File: config.mk
export PLATFORM = sky130hd
export DESIGN_NAME = tmse_ctrl
export DESIGN_NICKNAME = d
export VERILOG_FILES = /design/src/sv/tmse_pkg.sv /design/src/sv/tmse_ctrl.sv
export SDC_FILE = /design/constraint.sdc
export NUM_CORES = 1
export LEC_CHECK = 0
export BUFFER_PORTS_ARGS = -buffer_cell sky130_fd_sc_hd__buf_2
export CAP_MARGIN = 10
export CELL_PAD_IN_SITES_DETAIL_PLACEMENT = 1
export CELL_PAD_IN_SITES_GLOBAL_PLACEMENT = 2
export CORE_UTILIZATION = 21
export CTS_CLUSTER_DIAMETER = 40
export DETAILED_ROUTE_END_ITERATION = 8
export PLACE_DENSITY_LB_ADDON = 0.1
export SYNTH_ARGS = -nofsm -noshare
export SYNTH_HDL_FRONTEND = slang
export SYNTH_SLANG_ARGS = --single-unit
File: constraint.sdc
create_clock -name i_clk -period 1.5 [get_ports i_clk]
set_input_delay 0.15 -clock i_clk [delete_from_list [all_inputs] [get_ports i_clk]]
set_output_delay 0.15 -clock i_clk [all_outputs]
set_load 0.005 [all_outputs]
File: src/sv/tmse_pkg.sv
// types, constants and codes of the turing machine step engine
// no dependencies
package tmse_pkg;
    localparam int TAPE_CELLS = 128;
    localparam int MAX_RULES  = 128;
    localparam int MAX_FINALS = 128;
    localparam int TIW = $clog2(TAPE_CELLS);
    localparam int RIW = $clog2(MAX_RULES);
    localparam int RCW = $clog2(MAX_RULES + 1);
    localparam int FIW = (MAX_FINALS > 1) ? $clog2(MAX_FINALS) : 1;
    localparam int FCW = $clog2(MAX_FINALS + 1);
    localparam logic [7:0] BLANK_SYMBOL = 8'd66;

    localparam logic [2:0] CMD_CLEAR     = 3'd0;
    localparam logic [2:0] CMD_ADD_RULE  = 3'd1;
    localparam logic [2:0] CMD_ADD_FINAL = 3'd2;
    localparam logic [2:0] CMD_WRITE     = 3'd3;
    localparam logic [2:0] CMD_STEP      = 3'd4;
    localparam logic [2:0] CMD_READ      = 3'd5;

    localparam logic [1:0] MOVE_RIGHT = 2'd1;
    localparam logic [1:0] MOVE_LEFT  = 2'd2;

    localparam logic [1:0] ST_OK    = 2'd0;
    localparam logic [1:0] ST_HALT  = 2'd1;
    localparam logic [1:0] ST_FAULT = 2'd2;
    localparam logic [1:0] ST_FULL  = 2'd3;

    typedef struct packed {
        logic [2:0] cmd;
        logic [7:0] rule_from_state;
        logic [7:0] rule_read_symbol;
        logic [7:0] rule_next_state;
        logic [7:0] rule_write_symbol;
        logic [1:0] rule_move;
        logic [7:0] accept_state;
        logic [6:0] cell_index;
        logic [7:0] cell_symbol;
    } t_in_item;

    typedef struct packed {
        logic [1:0] status;
        logic [7:0] machine_state;
        logic [6:0] head_position;
        logic [7:0] symbol_out;
        logic       accepted;
        logic       has_final_states;
    } t_out_item;

    typedef struct packed {
        logic [7:0] from_state;
        logic [7:0] read_symbol;
        logic [7:0] next_state;
        logic [7:0] write_symbol;
        logic [1:0] move;
    } t_rule;

    typedef struct packed {
        logic latch;
        logic exec;
        logic tape_rd;
        logic tape_cap;
        logic rscan_start;
        logic rscan;
        logic fscan_start;
        logic fscan;
        logic out_load;
    } t_ctl;

    typedef struct packed {
        logic [2:0] cmd;
        logic       faulted;
        logic       rule_hit;
        logic       rule_end;
        logic       final_hit;
        logic       final_end;
        logic       out_free;
    } t_sts;

    typedef enum logic [3:0] {
        S_IDLE, S_EXEC, S_HRD, S_HCAP, S_RSCAN, S_FSTART, S_FSCAN, S_TRD, S_TCAP, S_OUT
    } t_state;
endpackage

File: src/sv/tmse_ctrl.sv
// controller state machine sequencing one item through the datapath
// depends on tmse_pkg
module tmse_ctrl import tmse_pkg::*; (
    input  logic i_clk,
    input  logic i_rst_n,
    input  logic i_in_valid,
    output logic o_in_ready,
    input  t_sts i_sts,
    output t_ctl o_ctl
);
    t_state r_state, n_state;

    always_ff @(posedge i_clk) begin
        if (!i_rst_n) begin
            r_state <= S_IDLE;
        end else begin
            r_state <= n_state;
        end
    end

    always_comb begin
        n_state    = r_state;
        o_ctl      = '0;
        o_in_ready = 1'b0;
        unique case (r_state)
            S_IDLE: begin
                o_in_ready = 1'b1;
                if (i_in_valid) begin
                    o_ctl.latch = 1'b1;
                    n_state = S_EXEC;
                end
            end
            S_EXEC: begin
                o_ctl.exec = 1'b1;
                if (i_sts.cmd == CMD_STEP && !i_sts.faulted) begin
                    n_state = S_HRD;
                end else begin
                    n_state = S_FSTART;
                end
            end
            S_HRD: begin
                o_ctl.tape_rd = 1'b1;
                n_state = S_HCAP;
            end
            S_HCAP: begin
                o_ctl.tape_cap    = 1'b1;
                o_ctl.rscan_start = 1'b1;
                n_state = S_RSCAN;
            end
            S_RSCAN: begin
                o_ctl.rscan = 1'b1;
                if (i_sts.rule_hit || i_sts.rule_end) begin
                    n_state = S_FSTART;
                end
            end
            S_FSTART: begin
                o_ctl.fscan_start = 1'b1;
                n_state = S_FSCAN;
            end
            S_FSCAN: begin
                o_ctl.fscan = 1'b1;
                if (i_sts.final_hit || i_sts.final_end) begin
                    n_state = S_TRD;
                end
            end
            S_TRD: begin
                o_ctl.tape_rd = 1'b1;
                n_state = S_TCAP;
            end
            S_TCAP: begin
                o_ctl.tape_cap = 1'b1;
                n_state = S_OUT;
            end
            S_OUT: begin
                if (i_sts.out_free) begin
                    o_ctl.out_load = 1'b1;
                    n_state = S_IDLE;
                end
            end
            default: n_state = S_IDLE;
        endcase
    end
endmodule

Yosys cells after proc, flatten, opt, wreduce, memory -nomap -nowiden
Cells that the tools add are included.
{ "classes": {"n_eq_ne": 14, "n_mux": 18, "n_reduce_logical": 8} }
{ "op_table": {"columns": ["operator", "n"], "rows": [
  ["$pmux 4 s10", 1],
  ["$eq 4x3->1 const B", 4],
  ["$mux 4", 4],
  ["$mux 1", 12],
  ["$eq 4x2->1 const B", 2],
  ["$eq 4x4->1 const B", 2],
  ["$ne 2x2->1 const B", 4],
  ["$eq 4x1->1 const B", 1],
  ["$logic_not 4->1", 1],
  ["$reduce_and 4->1", 1],
  ["$reduce_or 2->1", 2],
  ["$eq 3x3->1 const B", 1],
  ["$mux 3", 1],
  ["$logic_or 1x1->1", 2],
  ["$logic_and 1x1->1", 1],
  ["$logic_not 1->1", 1]
]} }
{ "totals": {"register_bits": 4, "word_cells": 41} }

Longest topological paths before layout
{ "depth": {"ltp_word": 4, "depth_mapped": 5} }

Least setup slack after synthesis
No wires, ideal clock.
{ "synth_path": {"path_kind": "flip-flop to flip-flop", "start": "register r_state[2]", "end": "register r_state[0]", "setup_ns": 0.116, "arrival_ns": 1.105, "required_ns": 1.384, "setup_slack_ns": 0.279, "stages_incl_launch_ff": 6, "period_less_slack_ns": 1.221, "path_cell_list": "dfxtp_1 buf_6 and4bb_1 nor3b_2 a221oi_2 o211a_1"} }
{ "synth_between": {"elab_chain_cells": 3} }
{ "synth_rtl": {"columns": ["item", "line", "text"], "rows": [
  ["start, declared", "tmse_ctrl.sv:11", "t_state r_state, n_state;"],
  ["start signal, assigned", "tmse_ctrl.sv:17", "r_state <= n_state;"],
  ["$eq 4x3->1, or another cell as far along", "tmse_ctrl.sv:25", "unique case (r_state)"],
  ["$ne 2x2->1 (no source line)", null, null],
  ["$reduce_and 4->1 (no source line)", null, null]
]} }
Parallel ways exist; a longest one is shown, timed or not.
A chain may end at the register's enable or synchronous reset.

==> results.sh <==
export IMPL_r2r_slack_ns=0.24
export IMPL_post_route_drc_count=0
export IMPL_crit_buf_inv=2
export IMPL_fmax_mhz=721
export IMPL_gr_total_overflow=0
export IMPL_h_tree_depth=1
export IMPL_crit_path_end="o_ctl[6]"
export IMPL_avgSynthCellArea_um2=7.63
export IMPL_core_area_um2=1730
export IMPL_slowest_delay_ns=0.33
export IMPL_min_period_ns=1.39
export IMPL_worst_slack_ns=0.113
export IMPL_gp_congestion=0.697
export IMPL_power_share_switching=0.345
export IMPL_root_buffer="clkbuf_4"
export IMPL_path_depth=4
export IMPL_die_x_um=45.0
export IMPL_path_class="reg -> out"
export IMPL_setup_violations=0
export IMPL_start_util=0.225
export IMPL_post_place_ws_ns=0.134
export IMPL_registers_top_by_ff_count="r_state"
export IMPL_hold_class="in -> reg"
export IMPL_clockBufferDepth=2
export IMPL_fillers=234
export IMPL_power_switching_w=0.000151
export IMPL_max_slew_margin_rel=0.797
export IMPL_grt_max_degree=13
export IMPL_path_max_fanout=8
export IMPL_power_clock_fraction=0.319
export IMPL_path_delay_family="flip-flops"
export IMPL_tns_ns=0
export IMPL_grt_antenna_before_repair=0
export IMPL_cp_slowest_cell="dfxtp_1"
export IMPL_cts_sinks=4
export IMPL_reg_top3="r_state: 4 flops"
export IMPL_ant_nets=0
export IMPL_fin_nets=88
export IMPL_cellPowerDensity_nw_per_um2=798
export IMPL_r2r_end="r_state[0]"
export IMPL_status="complete, no violations"
export IMPL_wire_per_inst_um=11.4
export IMPL_die_y_um=45.0
export IMPL_largest_reg_flops=4
export IMPL_worst_ep_arrival_time_ns=1.24
export IMPL_grtUsageTotal=0.133
export IMPL_rsz0062_at_grt="false"
export IMPL_syn_inst=51
export IMPL_wirelength_um=1130
export IMPL_cts_clk_slew_worst_paths_ns=0.04
export IMPL_detail_route_iter0_violations=1
export IMPL_cp_startpoint="r_state[2]"
export IMPL_r2r_cells=4
export IMPL_netlist_area_um2=389
export IMPL_max_slew_worst_pin_slew_ns=0.302
export IMPL_die_area_um2=2030
export IMPL_dpl_hpwl_um=917
export IMPL_regArea_um2=82.6
export IMPL_grt_pass1_wl_um=1900
export IMPL_clkLatencyLatePin_ns=0.24
export IMPL_avgViaCountPerCell=4.53
export IMPL_yosysSeqAreaShare=0.206
export IMPL_syn_nets=63
export IMPL_maxSlewViolCount=0
export IMPL_postCtsHoldBufs=0
export IMPL_rows=15
export IMPL_yosys_warnings=0
export IMPL_worst_ep_required_time_ns=1.35
export IMPL_multi_input_area_um2=274
export IMPL_endpoint_kind="primary output"
export IMPL_antenna_cells=0
export IMPL_startpoint_type="register"
export IMPL_post_route_period_util=0.924
export IMPL_cts_tree="done"
export IMPL_pwr_share_comb=0.360
export IMPL_postCtsSetupBuffers=0
export IMPL_r2r_start="r_state[0]"
export IMPL_p_int_w=0.000287
export IMPL_ir_drop_mv=0.258
export IMPL_grt_pass1_vias=418
export IMPL_dr_pass1_iters=4
export IMPL_path_cells="buf_4, xor2_1, nor3b_1, buf_2"
export IMPL_hold_depth=2
export IMPL_vias=448
export IMPL_drive_above_1_share=0.486
export IMPL_maxCapViolCount=0
export IMPL_synthDistinctLibCells=27
export IMPL_p_seq_frac=0.321
export IMPL_io_buffers=21
export IMPL_area_growth_pct=41.2
export IMPL_ios=22
export IMPL_skew_ns=0.00595
export IMPL_cellLeakagePower_nw=0.258
export IMPL_hold_violations=0
export IMPL_numCtsBuffers=3
export IMPL_synth_seq_cells=4
-- cell type report --
| cell class | instances | share of cell area |
|---|---|---|
| Multi-Input combinational cell | 40 | 0.499 |
| Timing Repair Buffer | 24 | 0.232 |
| Sequential cell | 4 | 0.150 |
| Tap cell | 25 | 0.0569 |
| Clock buffer | 3 | 0.0410 |
| Inverter | 3 | 0.0205 |
-- how the worst min path moves through the flow --
stage | endpoint | slack (ns) | from
floorplan | r_state[3] | 0.27 | i_rst_n
global placement | r_state[0] | 0.44 | i_rst_n
detailed placement | r_state[3] | 0.43 | i_rst_n
CTS | r_state[0] | 0.18 | i_rst_n
global route | r_state[3] | 0.19 | i_rst_n
finish | r_state[3] | 0.18 | i_rst_n
-- cell usage after synthesis (all sizes together) --
master | instances | area (um2)
buf | 4 | 26.3
nor3b | 3 | 32.5
nor3 | 6 | 30.0
and4bb | 1 | 12.5
nor2 | 4 | 15.0
or4b | 1 | 13.8
a221oi | 1 | 15.0
o21ai | 4 | 20.0
nand3b | 2 | 15.0
nand2 | 3 | 11.3
o211a | 1 | 10.0
inv | 3 | 11.3
nand2b | 2 | 12.5
and3b | 1 | 8.76
a31o | 1 | 8.76
o21a | 1 | 7.51
nor4 | 1 | 6.26
nor2b | 1 | 6.26
xor2 | 1 | 8.76
and2 | 1 | 6.26
a211oi | 1 | 7.51
a21oi | 4 | 23.8
dfxtp | 4 | 80.1
-- through the flow --
| stage | hold WS, ns | power (W) | cells | utilization | cell area (um2) |
|---|---|---|---|---|---|
| after floorplan | 0.268 | 0.000242 | 51 | - | 389 |
| after global placement | 0.442 | 0.000300 | 96 | 0.302 | 522 |
| after detailed placement | 0.434 | 0.000299 | 96 | 0.302 | 522 |
| after CTS | 0.178 | 0.000447 | 99 | 0.316 | 546 |
| after global routing | 0.186 | 0.000480 | 99 | 0.318 | 549 |
| final | 0.184 | 0.000438 | 99 | 0.318 | 549 |
-- per-layer routing --
metal | GRT usage | share of wire
met5 | 0 | 0
met3 | 0.0120 | 0.049
met4 | 0.109 | 0.012
met2 | 0.168 | 0.44
met1 | 0.199 | 0.50
-- cells in the final DEF, fill, tap and decap left out, drive strengths merged, types with 2 or more instances in the layout --
cell    instances
nor3            6
o21ai           4
clkbuf          3
nand2b          2
a21oi           4
nor3b           3
inv             3
nor2            4
nand2           3
dfxtp           4
nand3b          2
buf            24
-- kinds of logic (layout without fill, tap and decap cells) --
group,count (synthesis),after routing,synth area share
xor gates and xnor gates,1,1,0.0225
AOI/OAI and AO/OA,13,13,0.238
buffers and inverters,7,30,0.0964
and+or+nand+nor,26,26,0.437
DFF,4,4,0.206
-- timing repair --
action,4_1_cts,5_1_grt
gates resized for setup,1,2
endpoints found under the hold margin,0,0
setup endpoints to repair,1,1
-- power by group through the flow --
stage / clock network, W / logic (W) / registers, W
3_3_place_gp: 0 / 0.000160 / 0.000140
4_1_cts: 0.000148 / 0.000159 / 0.000140
3_5_place_dp: 0 / 0.000158 / 0.000141
6_report: 0.000140 / 0.000158 / 0.000141
5_1_grt: 0.000156 / 0.000180 / 0.000145
2_1_floorplan: 0 / 0.000117 / 0.000124
(Power assumes the default switching activity.)
